$ cat config.mk
export PLATFORM = sky130hd
export DESIGN_NAME = zlbm_csr
export DESIGN_NICKNAME = d
export VERILOG_FILES = /design/src/rtl/zoned_log_bucket_mapper_core_assert.svh /design/src/rtl/zlbm_pkg.sv /design/src/rtl/zlbm_csr.sv
export SDC_FILE = /design/constraint.sdc
export NUM_CORES = 1
export LEC_CHECK = 0
export ABC_CLOCK_PERIOD_IN_PS = 1200
export BUFFER_PORTS_ARGS = -buffer_cell sky130_fd_sc_hd__buf_2
export CORE_MARGIN = 1.5
export CORE_UTILIZATION = 42
export DETAILED_ROUTE_END_ITERATION = 10
export PLACE_DENSITY = 0.87
export SLEW_MARGIN = 0
export SYNTH_ARGS = -nofsm -noshare
export SYNTH_HDL_FRONTEND = slang
export SYNTH_SLANG_ARGS = --single-unit
$ cat constraint.sdc
create_clock -name clock -period 1.2 [get_ports clock]
set_input_delay 0 -clock clock [delete_from_list [all_inputs] [get_ports clock]]
set_output_delay 0 -clock clock [all_outputs]
set_load 0.02 [all_outputs]
$ cat src/rtl/zoned_log_bucket_mapper_core_assert.svh
// Assertion macros for the zoned log bucket mapper core.
// Included by the RTL files that carry concurrent assertions; no other dependencies.
`ifndef ZONED_LOG_BUCKET_MAPPER_CORE_ASSERT_SVH
`define ZONED_LOG_BUCKET_MAPPER_CORE_ASSERT_SVH

// The consequent must hold in the same cycle as the antecedent.
`define ZLBM_ASSERT_NOW(name, clk, rst, ante, cons, msg) \
   name: assert property (@(posedge clk) disable iff (rst) (ante) |-> (cons)) \
      else $error(msg);

// The consequent must hold in the cycle after the antecedent.
`define ZLBM_ASSERT_NEXT(name, clk, rst, ante, cons, msg) \
   name: assert property (@(posedge clk) disable iff (rst) (ante) |=> (cons)) \
      else $error(msg);

`endif

$ cat src/rtl/zlbm_pkg.sv
// Shared types, codes and constants of the zoned log bucket mapper.
// No dependencies; the CSR, MAC and core RTL files import this package.
package zlbm_pkg;

   localparam int DEF_MAX_BUCKETS        = 65536;
   localparam int DEF_MAX_ZONES          = 1024;
   localparam int DEF_MAX_SLOTS_PER_ZONE = 256;

   localparam int ADDR_W     = 48;
   localparam int MUL_A_W    = 32;
   localparam int MUL_B_W    = 16;
   localparam int CSR_ADDR_W = 6;
   localparam int CSR_DATA_W = 64;
   localparam int BUCKET_W   = 16;
   localparam int SCAN_W     = 17;

   typedef enum logic [1:0] {
      CMD_READ  = 2'd0,
      CMD_WRITE = 2'd1,
      CMD_ERASE = 2'd2,
      CMD_SCAN  = 2'd3
   } cmd_type;

   typedef enum logic [1:0] {
      ST_OK           = 2'd0,
      ST_UNMAPPED     = 2'd1,
      ST_FULL         = 2'd2,
      ST_WRITE_FAILED = 2'd3
   } status_type;

   typedef enum logic [2:0] {
      REG_ZONE_COUNT      = 3'd0,
      REG_SLOTS_PER_ZONE  = 3'd1,
      REG_BUCKET_BYTES    = 3'd2,
      REG_ZONE_STRIDE     = 3'd3,
      REG_BASE_OFFSET     = 3'd4,
      REG_BUCKET_COUNT    = 3'd5,
      REG_CLEAN_THRESHOLD = 3'd6
   } reg_idx_type;

   typedef struct packed {
      logic [10:0] zone_count;
      logic [8:0]  slots_per_zone;
      logic [20:0] bucket_bytes;
      logic [31:0] zone_stride_bytes;
      logic [39:0] base_offset;
      logic [16:0] bucket_count;
      logic [8:0]  clean_threshold;
   } cfg_type;

   // Ring geometry writes that the pointer logic must react to.
   typedef struct packed {
      logic        zc_wr;
      logic [10:0] zc_new;
      logic        spz_wr;
      logic [8:0]  spz_new;
   } cfg_evt_type;

   typedef struct packed {
      logic mul_en;
      logic add_en;
      logic add_init;
   } mac_ctrl_type;

   typedef struct packed {
      status_type          status;
      logic                zone_reset;
      logic                zone_finish;
      logic                loc_en;
      logic                zbase_en;
      logic                scan_found;
      logic [BUCKET_W-1:0] scan_bucket;
   } rsp_flags_type;

endpackage

$ cat src/rtl/zlbm_csr.sv
// Configuration register file behind the APB-style port, with range saturation.
// Depends on zlbm_pkg for the register struct and index codes.
module zlbm_csr import zlbm_pkg::*; #(
   parameter int MAX_BUCKETS        = DEF_MAX_BUCKETS,
   parameter int MAX_ZONES          = DEF_MAX_ZONES,
   parameter int MAX_SLOTS_PER_ZONE = DEF_MAX_SLOTS_PER_ZONE
) (
   input  logic                  clock,
   input  logic                  reset,
   input  logic                  psel,
   input  logic                  penable,
   input  logic                  pwrite,
   input  logic [CSR_ADDR_W-1:0] paddr,
   input  logic [CSR_DATA_W-1:0] pwdata,
   output logic [CSR_DATA_W-1:0] prdata,
   output logic                  pready,
   output cfg_type               cfg,
   output cfg_evt_type           evt
);

   localparam int ZC_RST  = (MAX_ZONES < 1024) ? MAX_ZONES : 1024;
   localparam int SPZ_RST = (MAX_SLOTS_PER_ZONE < 256) ? MAX_SLOTS_PER_ZONE : 256;
   localparam int BC_RST  = (MAX_BUCKETS < 65536) ? MAX_BUCKETS : 65536;
   localparam cfg_type CFG_RST = '{
      zone_count:        11'(ZC_RST),
      slots_per_zone:    9'(SPZ_RST),
      bucket_bytes:      21'd4096,
      zone_stride_bytes: 32'd1048576,
      base_offset:       40'd0,
      bucket_count:      17'(BC_RST),
      clean_threshold:   9'd26
   };

   cfg_type     cfg_ff, cfg_in;
   logic        wr;
   reg_idx_type idx;
   logic [10:0] zc_sat;
   logic [8:0]  spz_sat;
   logic [16:0] bc_sat;

   assign wr     = psel & penable & pwrite;
   assign idx    = reg_idx_type'(paddr[CSR_ADDR_W-1:3]);
   assign pready = 1'b1;

   always_comb begin
      zc_sat = pwdata[10:0];
      if (zc_sat < 11'd2) begin
         zc_sat = 11'd2;
      end else if (32'(zc_sat) > MAX_ZONES) begin
         zc_sat = 11'(MAX_ZONES);
      end
      spz_sat = pwdata[8:0];
      if (spz_sat < 9'd1) begin
         spz_sat = 9'd1;
      end else if (32'(spz_sat) > MAX_SLOTS_PER_ZONE) begin
         spz_sat = 9'(MAX_SLOTS_PER_ZONE);
      end
      bc_sat = pwdata[16:0];
      if (32'(bc_sat) > MAX_BUCKETS) begin
         bc_sat = 17'(MAX_BUCKETS);
      end
   end

   always_comb begin
      cfg_in      = cfg_ff;
      evt         = '0;
      evt.zc_new  = zc_sat;
      evt.spz_new = spz_sat;
      if (wr) begin
         case (idx)
            REG_ZONE_COUNT: begin
               cfg_in.zone_count = zc_sat;
               evt.zc_wr = 1'b1;
            end
            REG_SLOTS_PER_ZONE: begin
               cfg_in.slots_per_zone = spz_sat;
               evt.spz_wr = 1'b1;
            end
            REG_BUCKET_BYTES:    cfg_in.bucket_bytes      = pwdata[20:0];
            REG_ZONE_STRIDE:     cfg_in.zone_stride_bytes = pwdata[31:0];
            REG_BASE_OFFSET:     cfg_in.base_offset       = pwdata[39:0];
            REG_BUCKET_COUNT:    cfg_in.bucket_count      = bc_sat;
            REG_CLEAN_THRESHOLD: cfg_in.clean_threshold   = pwdata[8:0];
            default: begin
            end
         endcase
      end
   end

   always_comb begin
      case (idx)
         REG_ZONE_COUNT:      prdata = CSR_DATA_W'(cfg_ff.zone_count);
         REG_SLOTS_PER_ZONE:  prdata = CSR_DATA_W'(cfg_ff.slots_per_zone);
         REG_BUCKET_BYTES:    prdata = CSR_DATA_W'(cfg_ff.bucket_bytes);
         REG_ZONE_STRIDE:     prdata = CSR_DATA_W'(cfg_ff.zone_stride_bytes);
         REG_BASE_OFFSET:     prdata = CSR_DATA_W'(cfg_ff.base_offset);
         REG_BUCKET_COUNT:    prdata = CSR_DATA_W'(cfg_ff.bucket_count);
         REG_CLEAN_THRESHOLD: prdata = CSR_DATA_W'(cfg_ff.clean_threshold);
         default:             prdata = '0;
      endcase
   end

   always_ff @(posedge clock) begin
      if (reset) begin
         cfg_ff <= CFG_RST;
      end else begin
         cfg_ff <= cfg_in;
      end
   end

   assign cfg = cfg_ff;

endmodule

==> results.cfg <==
[status]
status = complete, but fails checks
failed_checks = negative setup slack

[run]
drv_cap = 0

[logic_synthesis]
syn_area_sq_um = 6290
ys_warn_count = 0
synth_cells = 781
synth.area.top_cells = dfxtp_1 (44%), nand2_1 (14%), a21oi_1 (9.8%)
synthArstFlopShare_pct = 0
synth_area_per_cell_sq_um = 8.05
yosys.area.top_type = dfxtp_1
synth.distinct_cells = 38
yosys-top-cells-count = nand2_1 (239), dfxtp_1 (139), a21oi_1 (123), clkbuf_1 (41), buf_4 (29)
yosysSeqAreaShare_pct = 44.2
ys_ff_latch = 139
synth_top_area_share_pct = 44.2
synth.most_common_cell = nand2_1
synth-edff-count = 0
synth_ff_type = dfxtp_1

[final_layout]
drive_gt1_share_pct = 43.7
final_core_util_pct = 68.3
num-fill-cells = 1038
area_delta_synth_final_pct = 58.5
stdcell_count = 1337
final_area_sq_um = 9970
nets = 1214
largest_reg_flops = 139

[clock_tree]
clk_pin_slew_worst_paths_ns = 0.06
cts_buffers = 17
cts_tree = done
h-tree-depth = 4
clockBufferDepth = 2
cts-root-buf = clkbuf_16
clock_sinks = 139
clk-insertion-delay-late_ns = 0.42

[power]
powerDensity_nw_per_um2 = 1150
ir_drop_uv = 1010
leakagePower_uw = 0.00446

[place]
dp_slack_ns = -0.348
gp_congestion = 0.937
place_inst = 1243
placed_area_sq_um = 8320
dp_hpwl_mm = 16.2
io_buffers = 248

[critical_path]
critPathArrivalTime_ns = 1.71
r2r-start = cfg[41]
path_delay_family = multiplexers
critPathMaxFanout = 2
worstSetupPathType = reg2out
required_ns = 1.20
crit_buf_inv = 1
critPathCapture = prdata[1]
rr_worst_depth = 3
startpoint_type = flop
max_stage_delay_ns = 0.52
crit_path_end_kind = primary output
critical_path.cell_chain = mux4_2, mux2_4, buf_6
ff2ff_setup_slack_ns = 0.34
crit_path_start = cfg[10]
cp_num_cells = 3
reg2reg_to = cfg[41]
cp_slowest_cell = mux4_2

[grt]
grt_pass1_vias = 7170
track_usage_pct = 31.5
grt-ovfl-total = 0
antenna_found_initial = 1
grt_pass1_wl_mm = 39.3
grt_start_max_net_pins = 41

[timing]
maxSlewViolCount = 0
rsz0062_at_grt = true
finalCritPeriodShare_pct = 142
tightest_slew_ns = 0.926
setup_viol = 19
max_slew_margin_pct = 38.0
fmax_ghz = 0.585
worst_clock_skew_ns = 0
setup_slack_ns = -0.508
hold_viol_final = 0
min_period_ns = 1.71
hold_slack_ns = 0.00322

[detailed_routing]
drt-met1-wl_mm = 9.44
drt_pass1_iterations = 6
drtIter0Drc = 771
top_layer = met4
wl_per_cell_microns = 19.4
dr_wl_met2_mm = 12.4
viasPerCell = 5.62
wl_mm = 25.9
met3_length_mm = 2.84
num_vias = 7518
drc_errors = 0
ant_nets = 0

[floorplanning]
rows = 44
die_w_microns = 125
dieArea_sq_um = 15700
core_sq_um = 14600
die_h_microns = 125
start_util_pct = 43.1
boundaryPins = 301

[hold_path]
min_path_type = in2reg
min-delay-start = pwdata[7]
[how the worst min path moves through the flow]
stage | to | slack, ns | cells past startpoint
after CTS | cfg[105] | 0.0005 | 4
after global placement | cfg[62] | 0.24 | 3
final | cfg[105] | 0.003 | 4
after detailed placement | cfg[58] | 0.24 | 3
after global routing | cfg[105] | 0.02 | 4
after floorplan | evt[3] | 0.08 | 1
[metal layers]
metal / track usage, % / vias to the layer above
li1: - / 3297
met1: 38.2 / 3543
met2: 52.1 / 564
met3: 8.34 / 114
met4: 15.2 / 0
met5: 0 / -
[worst min-delay path, delay by kind of cell]
family | cells | cell delay, ns
AOI/OAI and AO/OA | 1 | 0.05
buffers and inverters | 2 | 0.26
and+or+nand+nor | 1 | 0.06
[layout by cell type, fill, tap and decap left out, types with 3 or more instances in the layout]
cell type / Yosys / layout
a211o_1: 5 / 5
a21oi_1: 123 / 120
a21oi_2: 0 / 3
a221oi_2: 0 / 3
a221oi_4: 0 / 3
a22o_1: 11 / 11
a22oi_1: 11 / 3
a22oi_2: 0 / 8
and2_1: 11 / 9
and3_1: 3 / 3
buf_12: 0 / 14
buf_2: 18 / 210
buf_4: 29 / 119
buf_6: 0 / 21
bufinv_16: 0 / 3
clkbuf_16: 0 / 17
clkinvlp_4: 0 / 4
conb_1: 2 / 25
dfxtp_1: 139 / 105
dfxtp_2: 0 / 33
dlygate4sd3_1: 0 / 39
inv_6: 0 / 3
mux2_2: 10 / 3
mux2_4: 0 / 7
mux2i_1: 28 / 27
mux4_2: 7 / 7
nand2_1: 239 / 238
nand3b_1: 17 / 17
nor2_1: 20 / 16
nor2_2: 0 / 4
nor2b_1: 23 / 10
nor2b_2: 1 / 12
o21ai_0: 11 / 7
o21ai_1: 0 / 4
o221ai_2: 0 / 3
or3_1: 4 / 3
[where the power goes]
part,total [uW],internal (uW),switching [uW]
logic,1310,550,759
registers,4670,4640,27.2
clock network,5530,3390,2130
total,11500,8590,2920
[final cells by class]
class	instances	area [sq um]	area share [%]
diodes	1	2.50	0.0251
clock buffers	19	453	4.54
clock inverters	13	165	1.66
inverters	3	13.8	0.138
multi-input cells	573	3400	34.1
flip-flops and latches	139	2830	28.4
well taps	184	230	2.31
repair buffers	405	2870	28.8
[stage by stage]
stage / power, uW / TNS [ns]
2_1_floorplan: 5370 / -0.200
3_3_place_gp: 5780 / -31.01
3_5_place_dp: 5800 / -35.97
4_1_cts: 11400 / -4.20
5_1_grt: 11800 / -4.97
6_report: 11500 / -4.42
[kinds of logic (layout without fill, tap and decap cells)]
logic type	count (synthesis)	after routing	share of synthesized area (%)
AOI/OAI and AO/OA	175	175	16.0
other	2	26	0.119
buffers and inverters	92	440	7.58
muxes	45	45	8.75
and+or+nand+nor	328	328	23.3
DFF	139	139	44.2
[what timing repair did]
action | in CTS | in global routing
endpoints found under the hold margin | 106 | 0
setup endpoints to repair | 45 | 55
gates cloned | 2 | 0
gates resized for setup | 85 | 66
setup buffers | 18 | 3
pin swaps | 8 | 9
hold buffers | 39 | 0
No activity file was read; power rests on OpenSTA's default activity.
