==> config.mk <==
export PLATFORM = sky130hd
export DESIGN_NAME = zlbm_mac
export DESIGN_NICKNAME = d
export VERILOG_FILES = /design/src/rtl/zoned_log_bucket_mapper_core_assert.svh /design/src/rtl/zlbm_pkg.sv /design/src/rtl/zlbm_mac.sv
export SDC_FILE = /design/constraint.sdc
export NUM_CORES = 1
export LEC_CHECK = 0
export ABC_CLOCK_PERIOD_IN_PS = 12500
export BUFFER_PORTS_ARGS = -buffer_cell sky130_fd_sc_hd__buf_2
export CORE_MARGIN = 4
export CORE_UTILIZATION = 24
export DETAILED_ROUTE_END_ITERATION = 12
export PLACE_DENSITY_LB_ADDON = 0.2
export SYNTH_ARGS = -nofsm -noshare
export SYNTH_HDL_FRONTEND = slang
export SYNTH_SLANG_ARGS = --single-unit
==> constraint.sdc <==
create_clock -name clock -period 12.5 [get_ports clock]
set_clock_uncertainty 0.05 [all_clocks]
set_input_delay 2.5 -clock clock [delete_from_list [all_inputs] [get_ports clock]]
set_output_delay 2.5 -clock clock [all_outputs]
set_load 0.05 [all_outputs]
==> src/rtl/zoned_log_bucket_mapper_core_assert.svh <==
// Assertion macros for the zoned log bucket mapper core.
// Included by the RTL files that carry concurrent assertions; no other dependencies.
`ifndef ZONED_LOG_BUCKET_MAPPER_CORE_ASSERT_SVH
`define ZONED_LOG_BUCKET_MAPPER_CORE_ASSERT_SVH

// The consequent must hold in the same cycle as the antecedent.
`define ZLBM_ASSERT_NOW(name, clk, rst, ante, cons, msg) \
   name: assert property (@(posedge clk) disable iff (rst) (ante) |-> (cons)) \
      else $error(msg);

// The consequent must hold in the cycle after the antecedent.
`define ZLBM_ASSERT_NEXT(name, clk, rst, ante, cons, msg) \
   name: assert property (@(posedge clk) disable iff (rst) (ante) |=> (cons)) \
      else $error(msg);

`endif

==> src/rtl/zlbm_pkg.sv <==
// Shared types, codes and constants of the zoned log bucket mapper.
// No dependencies; the CSR, MAC and core RTL files import this package.
package zlbm_pkg;

   localparam int DEF_MAX_BUCKETS        = 65536;
   localparam int DEF_MAX_ZONES          = 1024;
   localparam int DEF_MAX_SLOTS_PER_ZONE = 256;

   localparam int ADDR_W     = 48;
   localparam int MUL_A_W    = 32;
   localparam int MUL_B_W    = 16;
   localparam int CSR_ADDR_W = 6;
   localparam int CSR_DATA_W = 64;
   localparam int BUCKET_W   = 16;
   localparam int SCAN_W     = 17;

   typedef enum logic [1:0] {
      CMD_READ  = 2'd0,
      CMD_WRITE = 2'd1,
      CMD_ERASE = 2'd2,
      CMD_SCAN  = 2'd3
   } cmd_type;

   typedef enum logic [1:0] {
      ST_OK           = 2'd0,
      ST_UNMAPPED     = 2'd1,
      ST_FULL         = 2'd2,
      ST_WRITE_FAILED = 2'd3
   } status_type;

   typedef enum logic [2:0] {
      REG_ZONE_COUNT      = 3'd0,
      REG_SLOTS_PER_ZONE  = 3'd1,
      REG_BUCKET_BYTES    = 3'd2,
      REG_ZONE_STRIDE     = 3'd3,
      REG_BASE_OFFSET     = 3'd4,
      REG_BUCKET_COUNT    = 3'd5,
      REG_CLEAN_THRESHOLD = 3'd6
   } reg_idx_type;

   typedef struct packed {
      logic [10:0] zone_count;
      logic [8:0]  slots_per_zone;
      logic [20:0] bucket_bytes;
      logic [31:0] zone_stride_bytes;
      logic [39:0] base_offset;
      logic [16:0] bucket_count;
      logic [8:0]  clean_threshold;
   } cfg_type;

   // Ring geometry writes that the pointer logic must react to.
   typedef struct packed {
      logic        zc_wr;
      logic [10:0] zc_new;
      logic        spz_wr;
      logic [8:0]  spz_new;
   } cfg_evt_type;

   typedef struct packed {
      logic mul_en;
      logic add_en;
      logic add_init;
   } mac_ctrl_type;

   typedef struct packed {
      status_type          status;
      logic                zone_reset;
      logic                zone_finish;
      logic                loc_en;
      logic                zbase_en;
      logic                scan_found;
      logic [BUCKET_W-1:0] scan_bucket;
   } rsp_flags_type;

endpackage

==> src/rtl/zlbm_mac.sv <==
// Shared multiply-accumulate unit: a registered 32x16 product and a 48-bit accumulator.
// Depends on zlbm_pkg for widths and the control struct.
module zlbm_mac import zlbm_pkg::*; (
   input  logic               clock,
   input  mac_ctrl_type       ctrl,
   input  logic [MUL_A_W-1:0] a,
   input  logic [MUL_B_W-1:0] b,
   input  logic [ADDR_W-1:0]  init,
   output logic [ADDR_W-1:0]  prod,
   output logic [ADDR_W-1:0]  acc
);

   logic [ADDR_W-1:0] prod_ff, prod_in;
   logic [ADDR_W-1:0] acc_ff, acc_in;

   always_comb begin
      prod_in = ctrl.mul_en ? ADDR_W'(a) * ADDR_W'(b) : prod_ff;
      acc_in  = acc_ff;
      if (ctrl.add_en) begin
         acc_in = (ctrl.add_init ? init : acc_ff) + prod_ff;
      end
   end

   always_ff @(posedge clock) begin
      prod_ff <= prod_in;
      acc_ff  <= acc_in;
   end

   assign prod = prod_ff;
   assign acc  = acc_ff;

endmodule

==> impl_metrics.py, run 1 <==
metrics = {
    "status": {
        "outcome": "finished, final reports clean",
    },
    "run": {
        "drv_cap": 0,
    },
    "clock_tree": {
        "insertion_delay_ns": 0.37,
        "clkSlewWorstSetupHoldPaths_ns": 0.08,
        "post_cts_buffers": 0,
        "cts_buffer_depth": 2,
        "h-tree-depth": 3,
        "post_cts_resized": 0,
        "postCtsHoldBufs": 0,
        "numCtsBuffers": 9,
        "cts.sinks": 96,
        "cts_root_buffer": "clkbuf_16",
        "tritoncts": "done",
    },
    "yosys": {
        "synth-async-reset-ratio_pct": 0,
        "yosysWarningCount": 0,
        "postSynthAreaPerCell_um2": 9.238,
        "ys_seq_elements": 96,
        "synth_nets": 3104,
        "synth_cells": 2418,
        "synthFlopType": "edfxtp_1",
        "synth.cell_area_um2": 22340,
        "ys_seq_area_share_pct": 12.91,
        "synth_cell_type_count": 63,
        "synth_edf_count": 96,
    },
    "grt": {
        "grt_pass1_vias": 18120,
        "grt_max_degree": 49,
        "grt.total_usage_pct": 14.20,
        "gr-total-overflow": 0,
        "grt_antenna_before_repair": 7,
        "grt_pass1_wl_mm": 109.1,
    },
    "route": {
        "ant_nets": 0,
        "drt-initial-drc-count": 797,
        "routedWlPerCell_um": 18.28,
        "via_count": 16360,
        "dr.pass1.iters": 5,
        "vias_per_cell": 4.341,
        "drc": 0,
        "wl_mm": 68.91,
    },
    "floorplan": {
        "fp.dieH_um": 313.1,
        "die_area_um2": 98010,
        "placementRows": 111,
        "pin_count": 196,
        "initial_utilization_pct": 24.29,
        "coreArea_um2": 91940,
        "die_w_um": 313.1,
    },
    "layout": {
        "mostFrequentLayoutCell": "inv_1",
        "syn_to_final_growth_pct": 11.14,
        "final_cell_mix": "inv_1, fa_1, nand2_1",
        "ff_latch_area_um2": 2883,
        "multi_input_area_um2": 17320,
        "layout.nets": 3205,
        "fillerInstances": 9977,
        "drive_gt1_share_pct": 10.97,
    },
    "setup_path": {
        "critPathLaunchType": "input port",
        "worstSetupPathType": "input port to register",
        "reg2reg_depth": 13,
        "end_kind": "register",
        "rrSetupSlack_ns": 8.57,
        "worstPathArrival_ns": 9.42,
        "worst_ep_required_time_ns": 12.57,
        "path_max_fanout": 32,
    },
    "sta": {
        "relSlewSlack_pct": 38.22,
        "setup_slack_ns": 3.157,
        "post-route-period-util_pct": 74.75,
        "finalSetupViolations": 0,
        "worst_pin_slew_ns": 0.9170,
        "slew_viol_final": 0,
        "tns_ns": 0,
        "rsz0062_at_grt": "false",
        "min_period_ns": 9.343,
        "timing.fmax_ghz": 0.1070,
        "hold_viol": 0,
    },
    "worst_hold_path": {
        "min_path_type": "register to register",
        "hold_depth": 1,
    },
    "placed_design": {
        "place_ws_ns": 2.586,
        "dpl.hpwl_mm": 55.03,
        "port_buffers": 195,
        "gp_congestion": 0.8035,
    },
}
flip-flops by register name (all words and copies together) (netlist names):
signal,flops
prod,48
acc,48
final timing paths:
| path | from | to |
|---|---|---|
| worst min register to register | prod[0] | acc[0] |
| worst max register to register | acc[0] | acc[42] |
| worst max-delay path | b[2] | prod[46] |
| worst min-delay path | prod[0] | acc[0] |
worst max-delay path, stage by stage:
cell and delay (ns):
buf_2 0.67, nand2_1 0.17, fa_1 0.54, fa_1 0.52, fa_1 0.51, inv_1 0.06, fa_1 0.51, fa_1 0.50
inv_1 0.05, fa_1 0.47, inv_1 0.04, ha_1 0.39, nand2_1 0.15, or3_1 0.46, nor3_1 0.33, o211ai_1 0.27
a211oi_1 0.62, o21ai_0 0.28, nand2_1 0.10, o21ai_0 0.12, xnor2_1 0.14
cells in the mapped netlist, drive strengths merged (28+ instances only):
library cell / instances / area [µm²]
inv: 458 / 1719
nand2: 354 / 1329
and2: 226 / 1416
o21ai: 46 / 230.2
a21oi: 97 / 489.2
xor2: 28 / 245.2
clkbuf: 109 / 409.1
xnor2: 58 / 508.0
ha: 167 / 2090
fa: 419 / 8388
edfxtp: 96 / 2883
nor2: 41 / 153.9
mux2: 46 / 518.0
a21o: 71 / 535.5
area by class of cell:
| cell class | instances | area share, % |
|---|---|---|
| clock buffers | 9 | 0.9073 |
| flip-flops and latches | 96 | 11.61 |
| multi-input cells | 1753 | 69.76 |
| well taps | 1243 | 6.265 |
| clock inverters | 7 | 0.3831 |
| repair buffers | 201 | 4.113 |
| inverters | 458 | 6.925 |
| diodes | 3 | 0.03024 |
routing by layer:
metal	part of all wire (%)	track usage [%]	vias to the layer above
met5	0.038	0	-
met4	1.4	2.865	4
met3	3.3	1.236	46
met2	47	23.77	282
met1	49	20.11	8241
li1	-	-	7791
through the flow:
| step | hold slack [ns] | std cells | utilization, % | instance area, µm² |
|---|---|---|---|---|
| floorplan | 0.8831 | 2418 | - | 22340 |
| global placement | 0.5998 | 3751 | 26.64 | 24500 |
| detailed placement | 0.6009 | 3751 | 26.64 | 24500 |
| CTS | 0.6140 | 3767 | 26.99 | 24820 |
| global route | 0.6617 | 3768 | 26.99 | 24820 |
| finish | 0.5948 | 3770 | 27.00 | 24820 |
cells by family after synthesis:
kind of cell    share of synthesized area, %
fa+ha+maj                              46.91
simple gates                           15.49
mux                                    2.409
flops                                  12.91
buf+inv                                9.562
compound gates                         9.349
xor+xnor                               3.372
Power of run 1 is left out: the tool's default activity adds up to more than one toggle a clock period on the data nets, which glitch-free logic cannot reach.
==> inputs of run 2 (changes only) <==
--- a/config.mk
+++ b/config.mk
@@ -5,7 +5,7 @@
 export SDC_FILE = /design/constraint.sdc
 export NUM_CORES = 1
 export LEC_CHECK = 0
-export ABC_CLOCK_PERIOD_IN_PS = 12500
+export ABC_CLOCK_PERIOD_IN_PS = 7900
 export BUFFER_PORTS_ARGS = -buffer_cell sky130_fd_sc_hd__buf_2
 export CORE_MARGIN = 4
 export CORE_UTILIZATION = 24
==> constraint.sdc (replaced) <==
create_clock -name clock -period 7.9 [get_ports clock]
set_clock_uncertainty 0.05 [all_clocks]
set_input_delay 1.58 -clock clock [delete_from_list [all_inputs] [get_ports clock]]
set_output_delay 1.58 -clock clock [all_outputs]
set_load 0.05 [all_outputs]
==> impl_metrics.py, run 2 (synthesized netlist as in run 1, its figures left out) <==
metrics = {
    "floorplan": {
        "placementRows": 111,
        "fp.dieH_um": 313.1,
        "die_w_um": 313.1,
        "die_area_um2": 98010,
        "pin_count": 196,
        "initial_utilization_pct": 24.29,
        "coreArea_um2": 91940,
    },
    "sta": {
        "tns_ns": 0,
        "hold_viol": 0,
        "post-route-period-util_pct": 94.96,
        "min_period_ns": 7.502,
        "timing.fmax_ghz": 0.1333,
        "worst_pin_slew_ns": 0.8325,
        "slew_viol_final": 0,
        "finalSetupViolations": 0,
        "relSlewSlack_pct": 44.13,
        "hold_slack_ns": 0.6016,
        "rsz0062_at_grt": "false",
    },
    "route": {
        "routedWlPerCell_um": 17.18,
        "ant_nets": 0,
        "vias_per_cell": 4.251,
        "via_count": 16340,
        "wl_mm": 66.01,
        "drt-initial-drc-count": 831,
        "dr.pass1.iters": 5,
        "drc": 0,
    },
    "setup_path": {
        "path_max_fanout": 22,
        "path_cells": "buf_2, nand2_1, fa_1, inv_1, fa_1, fa_1, fa_1, fa_1, inv_1, fa_1, inv_1, ha_1, buf_4, a21oi_1, o21ai_0, a22oi_1, and3_1, o211ai_1, nand2_1, o311ai_2, o21a_1, o311a_1",
        "end_kind": "register",
        "worstPathArrival_ns": 7.58,
        "critPathLaunchType": "input port",
        "worstSetupPathType": "input port to register",
        "path_common_cell": "fa_1",
        "worst_ep_required_time_ns": 7.98,
        "worst_path_max_delay_cell": "fa_1",
        "slowest_delay_ns": 0.57,
    },
    "clock_tree": {
        "cts_buffer_depth": 2,
        "tritoncts": "done",
        "clkSlewWorstSetupHoldPaths_ns": 0.08,
        "post_cts_resized": 0,
        "numCtsBuffers": 9,
        "cts.sinks": 96,
        "post_cts_buffers": 0,
        "postCtsHoldBufs": 0,
        "insertion_delay_ns": 0.38,
        "cts_root_buffer": "clkbuf_16",
        "h-tree-depth": 3,
    },
    "grt": {
        "grt_pass1_wl_mm": 105.3,
        "grt_pass1_vias": 17620,
        "grt_max_degree": 49,
        "grt_antenna_before_repair": 9,
        "grt.total_usage_pct": 13.62,
        "gr-total-overflow": 0,
    },
    "layout": {
        "final_cell_count_no_fill": 3843,
        "post-route-util_pct": 27.65,
        "mostFrequentLayoutCell": "inv_1",
        "final_cell_mix": "inv_1, fa_1, nand2_1",
        "drive_gt1_share_pct": 13.45,
        "layout.nets": 3276,
        "fillerInstances": 9983,
        "syn_to_final_growth_pct": 13.82,
    },
    "placed_design": {
        "dp.cells": 3822,
        "dpl.hpwl_mm": 56.73,
        "port_buffers": 195,
        "gp_congestion": 0.8188,
    },
    "run": {
        "drv_cap": 0,
    },
    "worst_hold_path": {
        "min_path_type": "register to register",
    },
    "status": {
        "outcome": "finished, final reports clean",
    },
}
-- run 2: area by class of cell --
cell class | count | area (µm²) | share of cell area [%]
Multi-Input combinational cell | 1753 | 17330 | 68.15
Tap cell | 1243 | 1555 | 6.117
Timing Repair Buffer | 272 | 1632 | 6.418
Antenna cell | 5 | 12.51 | 0.04922
Clock inverter | 7 | 71.32 | 0.2805
Clock buffer | 9 | 225.2 | 0.8859
Inverter | 458 | 1719 | 6.762
Sequential cell | 96 | 2883 | 11.34
-- run 2: worst max-delay path: cells and delay by family --
family                   cells  cell delay, ns
AO/OA/AOI/OAI                7            1.36
adder cells (fa/ha/maj)      7            3.29
buffers and inverters        5            0.70
AND/OR/NAND/NOR              3            0.62
-- run 2: metrics by stage --
| step | area [µm²] | worst slack [ns] |
|---|---|---|
| 2_1_floorplan | 22340 | 0.5494 |
| 5_1_grt | 25410 | 0.03195 |
| 3_3_place_gp | 25100 | -0.1846 |
| 6_report | 25420 | 0.3983 |
| 3_5_place_dp | 25100 | -0.1967 |
| 4_1_cts | 25400 | 0.2504 |
-- run 2: path summary, 6_finish.rpt --
| check | startpoint | to | slack [ns] | cells past startpoint |
|---|---|---|---|---|
| setup / recovery | b[10] | prod[47] | 0.40 | 22 |
| hold / removal | prod[0] | acc[0] | 0.60 | 1 |
| setup reg to reg | acc[1] | acc[45] | 3.86 | 12 |
| hold reg to reg | prod[0] | acc[0] | 0.60 | 1 |
-- run 2: routing by layer --
layer	up-vias	GRT usage (%)	routed length [µm]
met5	-	0	48
met4	8	2.457	843
met3	43	1.845	2620
met2	267	21.82	29530
met1	8095	19.80	32970
li1	7924	-	-
Power of run 2 is left out for the same reason.
